--- src/design/lrcd_pkg.sv ---
`default_nettype none
// ----------------------------------------------------------------------------
// lrcd_pkg
// Shared types and constants for the log ring chunk drain block.
// ----------------------------------------------------------------------------
package lrcd_pkg;

  localparam int unsigned CFG_W = 7;
  localparam logic [CFG_W-1:0] CHUNK_LIMIT_RST = 7'd64;
  localparam int unsigned BYTE_W = 8;

  typedef enum logic [1:0] {
    OP_WRITE = 2'd0,
    OP_FLUSH = 2'd1,
    OP_DRAIN = 2'd2,
    OP_ACK   = 2'd3
  } op_t;

  // read issued toward the output pipeline
  typedef struct packed {
    logic vld;
    logic last;
  } rd_tag_t;

endpackage
`default_nettype wire

--- src/design/lrcd_ctrl.sv ---
`default_nettype none
// ----------------------------------------------------------------------------
// lrcd_ctrl
// Ring pointers, pending read bookkeeping and chunk read sequencer.
// ----------------------------------------------------------------------------
module lrcd_ctrl #(
  parameter int unsigned DEPTH     = 1024,
  parameter int unsigned AW        = 10,
  parameter int unsigned CHUNK_MAX = 64
) (
  input  wire logic                       clk,
  input  wire logic                       rst_n,
  input  wire logic                       in_valid,
  output logic                            in_stall,
  input  wire logic [1:0]                 in_operation,
  input  wire logic                       in_link_ready,
  input  wire logic                       in_link_taken,
  input  wire logic                       in_accepted,
  input  wire logic                       cfg_valid,
  output logic                            cfg_ready,
  input  wire logic [lrcd_pkg::CFG_W-1:0] cfg_data,
  input  wire logic                       adv,
  output logic                            mem_we,
  output logic      [AW-1:0]              mem_waddr,
  output logic      [AW-1:0]              mem_raddr,
  output lrcd_pkg::rd_tag_t               rd_tag
);
  import lrcd_pkg::*;

  localparam int unsigned CW = $clog2(CHUNK_MAX + 1);
  localparam logic [AW-1:0] PTR_LAST = AW'(DEPTH - 1);

  typedef enum logic [1:0] {
    ST_IDLE  = 2'b01,
    ST_DRAIN = 2'b10
  } state_t;

  state_t            state_r, state_nxt;
  logic [AW-1:0]     wp_r, wp_nxt;
  logic [AW-1:0]     rp_r, rp_nxt;
  logic [AW-1:0]     pend_r, pend_nxt;
  logic              pv_r, pv_nxt;
  logic [AW-1:0]     p_r, p_nxt;
  logic [CW-1:0]     rem_r, rem_nxt;
  logic [CFG_W-1:0]  limit_r;
  logic [CW-1:0]     limit_eff;
  logic [AW-1:0]     wp_inc;
  logic [AW-1:0]     p_inc;
  logic              accept;
  logic              last_rd;
  op_t               op;

  function automatic logic [AW-1:0] ring_next(input logic [AW-1:0] p);
    ring_next = (p == PTR_LAST) ? '0 : p + AW'(1);
  endfunction

  assign cfg_ready = 1'b1;
  assign in_stall  = (state_r == ST_DRAIN);
  assign accept    = in_valid && !in_stall;
  assign op        = op_t'(in_operation);
  assign wp_inc    = ring_next(wp_r);
  assign p_inc     = ring_next(p_r);
  assign last_rd   = (p_inc == wp_r) || (rem_r == CW'(1));

  always_comb begin
    if (limit_r == '0) begin
      limit_eff = CW'(1);
    end else if (limit_r > CFG_W'(CHUNK_MAX)) begin
      limit_eff = CW'(CHUNK_MAX);
    end else begin
      limit_eff = limit_r[CW-1:0];
    end
  end

  assign mem_waddr = wp_r;
  assign mem_raddr = p_r;

  always_comb begin
    state_nxt = state_r;
    wp_nxt    = wp_r;
    rp_nxt    = rp_r;
    pend_nxt  = pend_r;
    pv_nxt    = pv_r;
    p_nxt     = p_r;
    rem_nxt   = rem_r;
    mem_we    = 1'b0;
    rd_tag    = '0;
    unique case (state_r)
      ST_IDLE: begin
        if (accept) begin
          unique case (op)
            OP_WRITE: begin
              if (wp_inc != rp_r) begin
                mem_we = 1'b1;
                wp_nxt = wp_inc;
              end
            end
            OP_FLUSH: begin
              rp_nxt = wp_r;
              pv_nxt = 1'b0;
            end
            OP_DRAIN: begin
              if (!in_link_ready) begin
                rp_nxt = wp_r;
                pv_nxt = 1'b0;
              end else if (!in_link_taken) begin
                if (rp_r == wp_r) begin
                  pv_nxt = 1'b0;
                end else begin
                  p_nxt     = rp_r;
                  rem_nxt   = limit_eff;
                  state_nxt = ST_DRAIN;
                end
              end
            end
            OP_ACK: begin
              if (pv_r && in_accepted) begin
                rp_nxt = pend_r;
              end
              pv_nxt = 1'b0;
            end
            default: begin
            end
          endcase
        end
      end
      ST_DRAIN: begin
        if (adv) begin
          rd_tag.vld  = 1'b1;
          rd_tag.last = last_rd;
          p_nxt       = p_inc;
          rem_nxt     = rem_r - CW'(1);
          if (last_rd) begin
            pend_nxt  = p_inc;
            pv_nxt    = 1'b1;
            state_nxt = ST_IDLE;
          end
        end
      end
      default: begin
        state_nxt = ST_IDLE;
      end
    endcase
  end

  always_ff @(posedge clk) begin
    if (!rst_n) begin
      state_r <= ST_IDLE;
      wp_r    <= '0;
      rp_r    <= '0;
      pend_r  <= '0;
      pv_r    <= 1'b0;
      limit_r <= CHUNK_LIMIT_RST;
    end else begin
      state_r <= state_nxt;
      wp_r    <= wp_nxt;
      rp_r    <= rp_nxt;
      pend_r  <= pend_nxt;
      pv_r    <= pv_nxt;
      if (cfg_valid && cfg_ready) begin
        limit_r <= cfg_data;
      end
    end
  end

  always_ff @(posedge clk) begin
    p_r   <= p_nxt;
    rem_r <= rem_nxt;
  end

endmodule
`default_nettype wire
--- config.mk ---
export PLATFORM = sky130hd
export DESIGN_NAME = lrcd_ctrl
export DESIGN_NICKNAME = d
export VERILOG_FILES = /design/src/design/lrcd_pkg.sv /design/src/design/lrcd_ctrl.sv
export SDC_FILE = /design/constraint.sdc
export NUM_CORES = 1
export LEC_CHECK = 0
export BUFFER_PORTS_ARGS = -buffer_cell sky130_fd_sc_hd__clkbuf_2
export CORE_UTILIZATION = 45
export CTS_CLUSTER_SIZE = 30
export DETAILED_ROUTE_END_ITERATION = 12
export MAX_ROUTING_LAYER = met4
export PLACE_DENSITY = 0.69
export SLEW_MARGIN = 5
export SYNTH_ARGS = -nofsm -noshare
export SYNTH_HDL_FRONTEND = slang
export SYNTH_SLANG_ARGS = --single-unit
--- constraint.sdc ---
create_clock -name clk -period 3 [get_ports clk]
set_input_delay 0 -clock clk [delete_from_list [all_inputs] [get_ports clk]]
set_output_delay 0 -clock clk [all_outputs]
set_load 0.1 [all_outputs]
* Word level (Yosys, flattened, before mapping)
Index checks and enable logic that the tools add are counted.
** Storage, ports and cells
- Word-level logic and storage cells :: 93
- Register bits after elaboration :: 57
- Output and inout bits :: 25
- Bits of input ports :: 17
** Cells by class
- Eq/ne operators :: 23
- Add/subtract/negate cells :: 3
- Reductions and logical operators :: 15
- Order comparisons :: 1
- Muxes and demuxes :: 43
** Operator list (number)
- 10-bit two-way mux :: 10
- 7-bit two-way mux :: 8
- 10-bit one-hot mux with 3 select lines :: 1
- 7-bit AND reduction :: 3
- 10-bit by 1-bit adder with 10-bit output, second input constant :: 2
- 10-bit == test :: 2
- 10-bit == test, second input constant :: 2
- 10-bit one-hot mux with 2 select lines :: 1
- 2-bit two-way mux :: 9
- 7-bit one-hot mux with 2 select lines :: 1
- 2-bit != test, second input constant :: 6
- 1-bit two-way mux :: 10
- 10-bit != test :: 1
- 4-bit != test, second input constant :: 2
- 7-bit by 1-bit == test with 1-bit output, second input constant :: 1
- 7-bit > comparator, second input constant :: 1
- 7-bit zero test :: 1
- 7-bit by 1-bit subtractor with 7-bit output, second input constant :: 1
- 2-bit == test, second input constant :: 3
- 2-bit by 1-bit != test with 1-bit output, second input constant :: 3
- 5-bit AND reduction :: 1
- 2-bit by 1-bit == test with 1-bit output, second input constant :: 2
- 1-bit one-hot mux with 2 select lines :: 2
- 2-bit one-hot mux with 2 select lines :: 1
- 10 further kinds :: 11

* Depth between registers and ports, before layout
Gate-level depths: netlist (run 1).
- Depth after elaboration :: 9
- Mapped depth :: 10
- Mapped depth without buffers :: 8

* Worst setup path before layout (run 1)
No wires, ideal clock.
- Path kind :: register to register
- Start :: register wp_r[4], in the netlist mem_waddr[4]
- End :: register wp_r[3], in the netlist mem_waddr[3]
- Data arrival time :: 4.121 ns
- Slack :: -1.185 ns
- Buffers on the path :: 2
- Library setup time :: 0.064 ns
- Required time :: 2.936 ns
- Period minus slack after synthesis :: 4.185 ns
- Stages on the path, launching flop included :: 10
- Path through :: dfxtp_1 buf_2 nand3_1 nor3_1 or4_1 a21oi_1 o2111a_1 buf_2 nor2_1 a41o_1
** On the way
- Word-level cells in the longest chain between the ends :: 4
- Elaborated cells between the ends (all ways) :: 5
- Those cells by class :: add/sub: 1; eq/ne: 2; mux: 1; reduce/logical: 1
** Ends and longest elaborated chain
- from (decl) :: RTL line lrcd_ctrl.sv:39 : logic [AW-1:0] wp_r, wp_nxt;
- from (signal assigned) :: RTL line lrcd_ctrl.sv:156 : wp_r <= wp_nxt;
- 10-bit by 1-bit adder with 10-bit output or 10-bit == test (tied branches) :: RTL line lrcd_ctrl.sv:54 : ring_next = (p == PTR_LAST) ? '0 : p + AW'(1);
- 10-bit two-way mux (*) :: RTL line lrcd_ctrl.sv:54
- 10-bit != test :: RTL line lrcd_ctrl.sv:93 : if (wp_inc != rp_r) begin
- 4-bit AND reduction (no source line)
Every way passes the cells marked *; elsewhere a longest branch is shown, timed or not.
A chain may end at the register's enable or synchronous reset.

==> flow_summary.json, run 1 <==
{
  "cp_num_cells": 9,
  "fin_skew_ns": 0.00944,
  "grt_use_met2": 0.410,
  "fin_crit_sh": 1.02,
  "rows": 33,
  "area_growth_pct": 17.1,
  "track_usage": 0.260,
  "cts.htree.levels": 3,
  "layout.nets": 520,
  "path_buf_inv": 2,
  "die_area_um2": 8910,
  "crit_family": "simple AND/OR/NAND/NOR gates",
  "grt_pass1_vias": 3357,
  "grt_max_degree": 35,
  "yosysMostFrequentCell": "nand2_1",
  "clk-insertion-delay-late_ns": 0.35,
  "synthArstFlopShare": 0,
  "yosys.cell_types.count": 68,
  "path_cells": "ha_4, xnor3_1, o21ai_1, or4_1, a2111o_1, or4_4, a21oi_4, buf_6, buf_12",
  "grt_pass1_wl_um": 17200,
  "synthCells": 450,
  "layout_min_cycle_time_ns": 3.06,
  "yosysTopAreaCellShare": 0.208,
  "grt_remaining_overflow": 0,
  "cp_max_fo": 5,
  "setup_violations": 2,
  "synthTopCellsByArea": "dfxtp_1 21%, edfxtp_1 13%, nand2_1 4.7%",
  "slew_viol_final": 0,
  "coreArea_um2": 8260,
  "ys_ff_latch": 57,
  "clk_pin_slew_ns": 0.08,
  "yosys.area.top_type": "dfxtp_1",
  "die_h_um": 94.4,
  "crit_path_end_kind": "output port",
  "cp-start-kind": "flop",
  "dp_hpwl_um": 7470,
  "cts_sinks": 57,
  "firstDrtPassIters": 5,
  "clockRootBuffer": "clkbuf_8",
  "status": "finished, violations left",
  "io_pins": 42,
  "hold_viol_final": 0,
  "hold_class": "in -> reg",
  "ir_drop_mv": 0.355,
  "cts_tree": "built",
  "synth_edf_count": 17,
  "post_drt_wl_per_cell_um": 17.6,
  "r2r_cells": 10,
  "tightestPinTransition_ns": 0.825,
  "grt.met1_usage": 0.339,
  "drtIter0Drc": 254,
  "syn_avg_cell_area_um2": 8.54,
  "crit_required_ns": 3.00,
  "synth_area_um2": 3840,
  "synth_nets": 473,
  "initial_core_util": 0.465,
  "holdWs_ns": 0.0407,
  "place_ws_ns": 0.0354,
  "max_cap_violations": 0,
  "fmax_ghz": 0.327,
  "rsz0062_at_grt": "true",
  "ys.warnings.count": 0,
  "die_w_um": 94.4,
  "grt_use_met3": 0.0338,
  "yosysSeqAreaShare": 0.341,
  "antenna_found_initial": 0,
  "clockBufferDepth": 2,
  "finalWirelength_um": 10700,
  "p_total_mw": 3.73,
  "drive_gt1_frac": 0.229,
  "postRouteAntennaNets": 0,
  "min_path_cells": 2,
  "cp_slowest_cell": "or4_1",
  "slowest_delay_ns": 0.51,
  "num_antenna_cells": 0,
  "critical_path_class": "reg -> out",
  "gp_congestion": 0.893,
  "yosys-top-cells-count": "48 x nand2_1, 43 x nor2_1, 40 x dfxtp_1",
  "worstPathArrival_ns": 3.06,
  "vias": 3672,
  "p_per_area_nw_per_um2": 830,
  "p_leak_nw": 1.62,
  "busiest_layer": "met2",
  "cts_buffers": 9,
  "setup_slack_ns": -0.0605,
  "numPortBuffers": 40,
  "violations": "negative setup slack",
  "synth-main-ff-cell": "dfxtp_1",
  "drt-vias-per-instance": 6.05,
  "drcViolationCount": 0,
  "relSlewSlack": 0.449
}
## registers in the layout, indices dropped and copies added (netlist names)
name and flops:
limit_r 7, state_r 2, rp_r 10, mem_raddr 10, pend_r 10, pv_r 1
rem_r 7, mem_waddr 10
## layer usage
layer | wire length (um) | part of all wire | vias up
li1 | - | - | 1751
met1 | 4910 | 0.46 | 1770
met2 | 4990 | 0.47 | 133
met3 | 552 | 0.052 | 18
met4 | 223 | 0.021 | 0
met5 | 0 | 0 | -
## stage by stage
step	utilization	setup TNS, ns	area, um2	std cells
CTS	0.544	-0.136	4490	606
detailed placement	0.508	0	4190	581
floorplan	-	-8.59	3910	450
global placement	0.508	0	4190	581
global route	0.545	-0.707	4500	607
finish	0.545	-0.0625	4500	607
## report_power, final
group / total (mW) / internal (mW) / switching [mW]
logic: 1.82 / 0.605 / 1.22
registers: 1.18 / 1.00 / 0.181
clock network: 0.727 / 0.381 / 0.346
## cells by family (layout without fill, tap and decap cells)
family	Yosys count	after routing	synth area share
AOI/OAI and AO/OA	100	100	0.190
xor gates and xnor gates	26	26	0.0664
adders and majority gates	6	6	0.0195
buffers and inverters	54	106	0.0742
DFF	57	57	0.341
muxes	23	23	0.0635
other	1	1	0.000976
and+or+nand+nor	183	183	0.245
## placed cells by master (no fill, tap or decap), types with 8 or more instances in the layout
cell type  synthesis  routed
nand3_1           22      22
xor2_1             8       8
clkbuf_8           2       9
nor2_1            43      42
buf_4              4      25
nand2_1           48      48
nor3_1            10       9
inv_1             17      17
or4_1              8       8
dfxtp_1           40      30
a311oi_1          10      10
o211ai_1           8       8
mux2i_1           15      15
a21oi_1           25      25
o21ai_0           19      19
edfxtp_1          17      17
clkbuf_2           0      38
xnor2_1           16      16
## worst paths after layout
path                                   start    endpoint  slack [ns]
worst max-delay path            mem_raddr[1]   rd_tag[0]       -0.06
worst min-delay path               cfg_valid  limit_r[6]        0.04
worst max register to register  mem_raddr[1]   pend_r[4]           0
worst min register to register     pend_r[1]   pend_r[1]        0.47
## area by class of cell
cell class,instances,area [um2]
inverter,17,63.8
multi-input combinational,339,2280
fill,773,3760
timing repair buffer,73,487
sequential,57,1340
tap,105,131
clock buffer,9,124
clock inverter,7,71.3
## timing repair
action,in CTS,in global routing
buffers inserted,2,1
pin swaps,1,2
hold buffers,7,0
endpoints found under the setup margin,2,14
gates resized for setup,4,0
endpoints found under the hold margin,7,0
(Power assumes the default switching activity.)
==> inputs of run 2 (changes only) <==
--- a/config.mk
+++ b/config.mk
@@ -10,7 +10,7 @@
 export CTS_CLUSTER_SIZE = 30
 export DETAILED_ROUTE_END_ITERATION = 12
 export MAX_ROUTING_LAYER = met4
-export PLACE_DENSITY = 0.69
+export PLACE_DENSITY = 0.76
 export SLEW_MARGIN = 5
 export SYNTH_ARGS = -nofsm -noshare
 export SYNTH_HDL_FRONTEND = slang
==> run 2 against run 1 <==
Net effect:
- the flow still finishes with violations (negative setup slack)
- largest cell class unchanged
- critical endpoint unchanged
- design area rose by 1.4%
- first-iteration DRC count rose by 44%
- critical path type unchanged
- clock power rose by 8.1%
- combinational power barely moved
==> flow_summary.json, run 2 (synthesis results as in run 1) <==
{
  "ff2ff_setup_slack_ns": -0.02,
  "num_antenna_cells": 0,
  "drt-vias-per-instance": 6.08,
  "nFillCells": 722,
  "ir_drop_mv": 0.391,
  "antenna_found_initial": 0,
  "fin_skew_ns": 0.0119,
  "track_usage": 0.256,
  "fin_setup_tns_ns": -0.135,
  "grt_max_degree": 34,
  "setup_slack_ns": -0.0875,
  "grt_pass1_vias": 3412,
  "relSlewSlack": 0.398,
  "slew_viol_final": 0,
  "fmax_ghz": 0.324,
  "path_buf_inv": 3,
  "cts.htree.levels": 3,
  "final_common_cell": "nand2_1",
  "layout.nets": 525,
  "cts_sinks": 57,
  "fin_crit_sh": 1.03,
  "tightestPinTransition_ns": 0.903,
  "cts_tree": "built",
  "die_h_um": 94.4,
  "setup_violations": 6,
  "drive_gt1_frac": 0.237,
  "critical_path_class": "reg -> out",
  "postRouteAntennaNets": 0,
  "initial_core_util": 0.465,
  "fin_area_um2": 4560,
  "crit_required_ns": 3.00,
  "rsz0062_at_grt": "true",
  "numPortBuffers": 40,
  "crit_top_cell": "buf_6",
  "die_area_um2": 8910,
  "hold_class": "in -> reg",
  "drtIter0Drc": 367,
  "hold_viol_final": 0,
  "status": "finished, violations left",
  "cts_buffers": 9,
  "gp_congestion": 0.866,
  "clk-insertion-delay-late_ns": 0.35,
  "place_ws_ns": 0.0303,
  "area_growth_pct": 18.7,
  "vias": 3720,
  "rows": 33,
  "violations": "negative setup slack",
  "holdWs_ns": 0.0553,
  "dp_hpwl_um": 7170,
  "grt_remaining_overflow": 0,
  "cp_slowest_cell": "or4_4",
  "slowest_delay_ns": 0.59,
  "mostFrequentLayoutCells": "48 x nand2_1, 42 x nor2_1, 38 x clkbuf_2",
  "clk_pin_slew_ns": 0.07,
  "p_per_area_nw_per_um2": 840,
  "finalWirelength_um": 10400,
  "clockRootBuffer": "clkbuf_8",
  "max_cap_violations": 0,
  "coreArea_um2": 8260,
  "p_leak_nw": 1.65,
  "fin_util": 0.552,
  "drcViolationCount": 0,
  "cp-start-kind": "flop",
  "crit_family": "simple AND/OR/NAND/NOR gates",
  "cp_max_fo": 6,
  "clockBufferDepth": 2,
  "post_drt_wl_per_cell_um": 17.0,
  "layout_min_cycle_time_ns": 3.09,
  "firstDrtPassIters": 5,
  "io_pins": 42,
  "worstPathArrival_ns": 3.09,
  "placed_cell_area_um2": 4210,
  "crit_path_end_kind": "output port",
  "path_cells": "ha_2, buf_6, nand3_4, nor3_1, or4_1, a2111o_1, or4_4, a21oi_4, buf_6, buf_12",
  "die_w_um": 94.4,
  "grt_pass1_wl_um": 17100
}
==> run 2: cell types whose count changed in the layout (fill, tap and decap cells not counted), moves of 2 or more <==
cell / before / now
clkinv_1: 0 / 2
ha_2: 0 / 2
clkinv_2: 2 / 0
buf_4: 25 / 29
==> run 2: timing repair <==
item                                   CTS  global route
endpoints found under the hold margin    7             0
hold buffers                             7             0
resized for setup                        5             3
buffers inserted                         3             3
pin swaps                                4             7
gates cloned                             0             0
setup endpoints to repair                2            15
==> run 2: per-stage QoR <==
step           instances  power, mW
2_1_floorplan        450       2.56
3_3_place_gp         583       2.94
3_5_place_dp         583       2.98
4_1_cts              609       3.79
5_1_grt              612       4.03
6_report             612       3.83
==> run 2: power breakdown <==
part / switching, mW / leakage, nW / internal (mW)
clock: 0.324 / 0.0976 / 0.462
sequential: 0.195 / 0.495 / 1.00
combinational: 1.23 / 1.06 / 0.622
==> run 2: layer usage <==
metal / part of all wire / up-vias / GRT usage
li1: - / 1762 / -
met3: 0.063 / 30 / 0.0282
met2: 0.47 / 168 / 0.397
met5: 0 / - / -
met1: 0.44 / 1760 / 0.336
met4: 0.025 / 0 / 0.112
==> run 2: worst paths after layout <==
kind                                    from          to  cells past startpoint
worst max-delay path            mem_raddr[1]   rd_tag[0]                     10
worst min-delay path               cfg_valid  limit_r[6]                      2
worst max register to register  mem_raddr[1]  state_r[0]                      9
worst min register to register     pend_r[3]   pend_r[3]                      2
==> run 2: worst register-to-register path, stage by stage (launching register included) <==
cell and delay (ns):
edfxtp_1 0.40, ha_2 0.22, buf_6 0.13, nand3_4 0.06
nor3_1 0.05, or4_1 0.52, a2111o_1 0.29, or4_4 0.59
a311oi_4 0.35, mux2_4 0.32
==> run 2: cell type report <==
class | count | area (um2) | area share
inverter | 17 | 63.8 | 0.0140
tap | 105 | 131 | 0.0288
sequential | 57 | 1340 | 0.294
clock buffer | 10 | 128 | 0.0280
timing repair buffer | 78 | 528 | 0.116
clock inverter | 6 | 82.6 | 0.0181
multi-input combinational | 339 | 2290 | 0.502
==> inputs of run 3 (changes only) <==
==> constraint.sdc (replaced) <==
create_clock -name clk -period 3 [get_ports clk]
set_input_delay 0.6 -clock clk [delete_from_list [all_inputs] [get_ports clk]]
set_output_delay 0.6 -clock clk [all_outputs]
set_load 0.1 [all_outputs]
==> run 3 against run 2 <==
Net effect:
- the flow still finishes with violations (negative setup slack)
- routed wire length increased by 5.6%
- via count increased by 0.46%
- cell count increased by 2.9%
- global-route usage increased by 0.70 points
- largest cell class unchanged
- non-clock buffer count increased by 18
- design area increased by 3.6%
- sequential share of layout area decreased by 0.87 points
==> flow_summary.json, run 3 (synthesis results as in run 1) <==
{
  "status": "finished, violations left",
  "violations": "negative setup slack",
  "finalWirelength_um": 11000,
  "r2r_cells": 10,
  "num_antenna_cells": 0,
  "cp_max_fo": 3,
  "path_cells": "ha_2, xnor3_1, o21ai_1, or4_1, a2111o_1, or4_4, a21oi_4, buf_12",
  "grt_max_degree": 34,
  "cp-start-kind": "flop",
  "max_cap_violations": 0,
  "fmax_ghz": 0.278,
  "rows": 33,
  "dp_hpwl_um": 7710,
  "initial_core_util": 0.465,
  "busiest_layer": "met2",
  "r2r-end": "pend_r[6]",
  "post_drt_wl_per_cell_um": 17.4,
  "mostFrequentLayoutCells": "50 x buf_4, 47 x nand2_1, 42 x nor2_1",
  "holdWs_ns": 0.463,
  "vias": 3737,
  "p_per_area_nw_per_um2": 802,
  "hold_end": "pend_r[8]",
  "grt_pass1_vias": 3567,
  "setup_slack_ns": -0.593,
  "grt_use_met3": 0.0378,
  "hold_viol_final": 0,
  "p_leak_nw": 1.75,
  "final_common_cell": "buf_4",
  "tightestPinTransition_ns": 0.645,
  "cts_buffers": 9,
  "cts.htree.levels": 3,
  "reg2reg_from": "mem_raddr[0]",
  "fin_area_um2": 4730,
  "io_pins": 42,
  "postRouteAntennaNets": 0,
  "layout_min_cycle_time_ns": 3.59,
  "numPortBuffers": 40,
  "setup_violations": 8,
  "gp_congestion": 0.914,
  "area_growth_pct": 23.0,
  "rsz0062_at_grt": "true",
  "drcViolationCount": 0,
  "fin_skew_ns": 0.0114,
  "grt_remaining_overflow": 0,
  "relSlewSlack": 0.569,
  "clk-insertion-delay-late_ns": 0.35,
  "worstHoldStart": "pend_r[8]",
  "track_usage": 0.263,
  "clk_pin_slew_ns": 0.07,
  "drtIter0Drc": 276,
  "die_area_um2": 8910,
  "die_w_um": 94.4,
  "place_inst": 602,
  "worstPathArrival_ns": 2.99,
  "ff2ff_setup_slack_ns": -0.17,
  "clockRootBuffer": "clkbuf_8",
  "firstDrtPassIters": 5,
  "slowest_delay_ns": 0.52,
  "crit_family": "simple AND/OR/NAND/NOR gates",
  "slew_viol_final": 0,
  "fin_cells": 630,
  "cts_sinks": 57,
  "path_buf_inv": 1,
  "placed_cell_area_um2": 4360,
  "ctsHoldBuffers": 0,
  "clockBufferDepth": 2,
  "cp_slowest_cell": "or4_1",
  "grt.met1_usage": 0.350,
  "crit_path_end_kind": "output port",
  "grt_use_met2": 0.393,
  "cts_tree": "built",
  "hold_class": "reg -> reg",
  "coreArea_um2": 8260,
  "drt-vias-per-instance": 5.93,
  "die_h_um": 94.4,
  "fin_crit_sh": 1.20,
  "drive_gt1_frac": 0.290,
  "antenna_found_initial": 0,
  "layout.nets": 543,
  "min_path_cells": 2,
  "crit_required_ns": 2.40,
  "critical_path_class": "reg -> out",
  "grt_pass1_wl_um": 17600,
  "ir_drop_mv": 0.381
}
run 3: changes by cell type in the layout (fill, tap and decap cells not counted), moves of 3 or more:
cell           before  now
buf_4              29   50
dfxtp_4             6    9
dfxtp_2             4    1
buf_6               2    5
inv_6               0    4
dlygate4sd3_1       7    0
run 3: tightest hold or removal path: stages, from the launching register on:
cell and delay, ns:
dfxtp_1 0.32, nand2_1 0.05, mux2i_1 0.05
run 3: what timing repair did:
item | 4_1_cts | 5_1_grt
gates cloned | 0 | 0
endpoints found under the setup margin | 6 | 14
resized for setup | 17 | 4
setup buffers | 10 | 2
pin swaps | 5 | 4
endpoints found under the hold margin | 0 | 0
run 3: how the worst max path moves through the flow:
stage	from	end	slack, ns	cells after the start
floorplan	mem_raddr[1]	rd_tag[0]	-0.91	9
global placement	mem_raddr[1]	rd_tag[0]	-0.17	8
detailed placement	mem_raddr[1]	rd_tag[0]	-0.18	8
CTS	mem_raddr[1]	rd_tag[0]	-0.57	8
global route	mem_raddr[0]	rd_tag[0]	-0.66	8
finish	mem_raddr[0]	rd_tag[0]	-0.59	8
run 3: area by class of cell:
class                   instances  area [um2]
fillers                       737        3530
multi-input cells             339        2320
flip-flops and latches         57        1350
repair buffers                 96         677
well taps                     105         131
clock buffers                   9         124
inverters                      17        63.8
clock inverters                 7        60.1
run 3: through the flow:
step,worst slack (ns),power (mW),setup TNS (ns),utilization
2_1_floorplan,-0.913,2.56,-9.38,-
3_3_place_gp,-0.170,3.04,-0.325,0.528
3_5_place_dp,-0.185,3.09,-0.466,0.528
4_1_cts,-0.566,3.77,-1.04,0.568
5_1_grt,-0.662,3.99,-2.47,0.572
6_report,-0.593,3.79,-1.32,0.572
run 3: metal layers:
metal	wire, um	up-vias	part of all wire
met1	5030	1768	0.46
li1	-	1798	-
met4	328	0	0.030
met5	0	-	0
met2	5080	140	0.46
met3	542	31	0.049
run 3: where the power goes:
part	leakage [nW]	total (mW)	switching (mW)	internal, mW
clock	0.0912	0.675	0.362	0.313
sequential	0.496	1.17	0.175	0.999
combinational	1.16	1.94	1.26	0.685
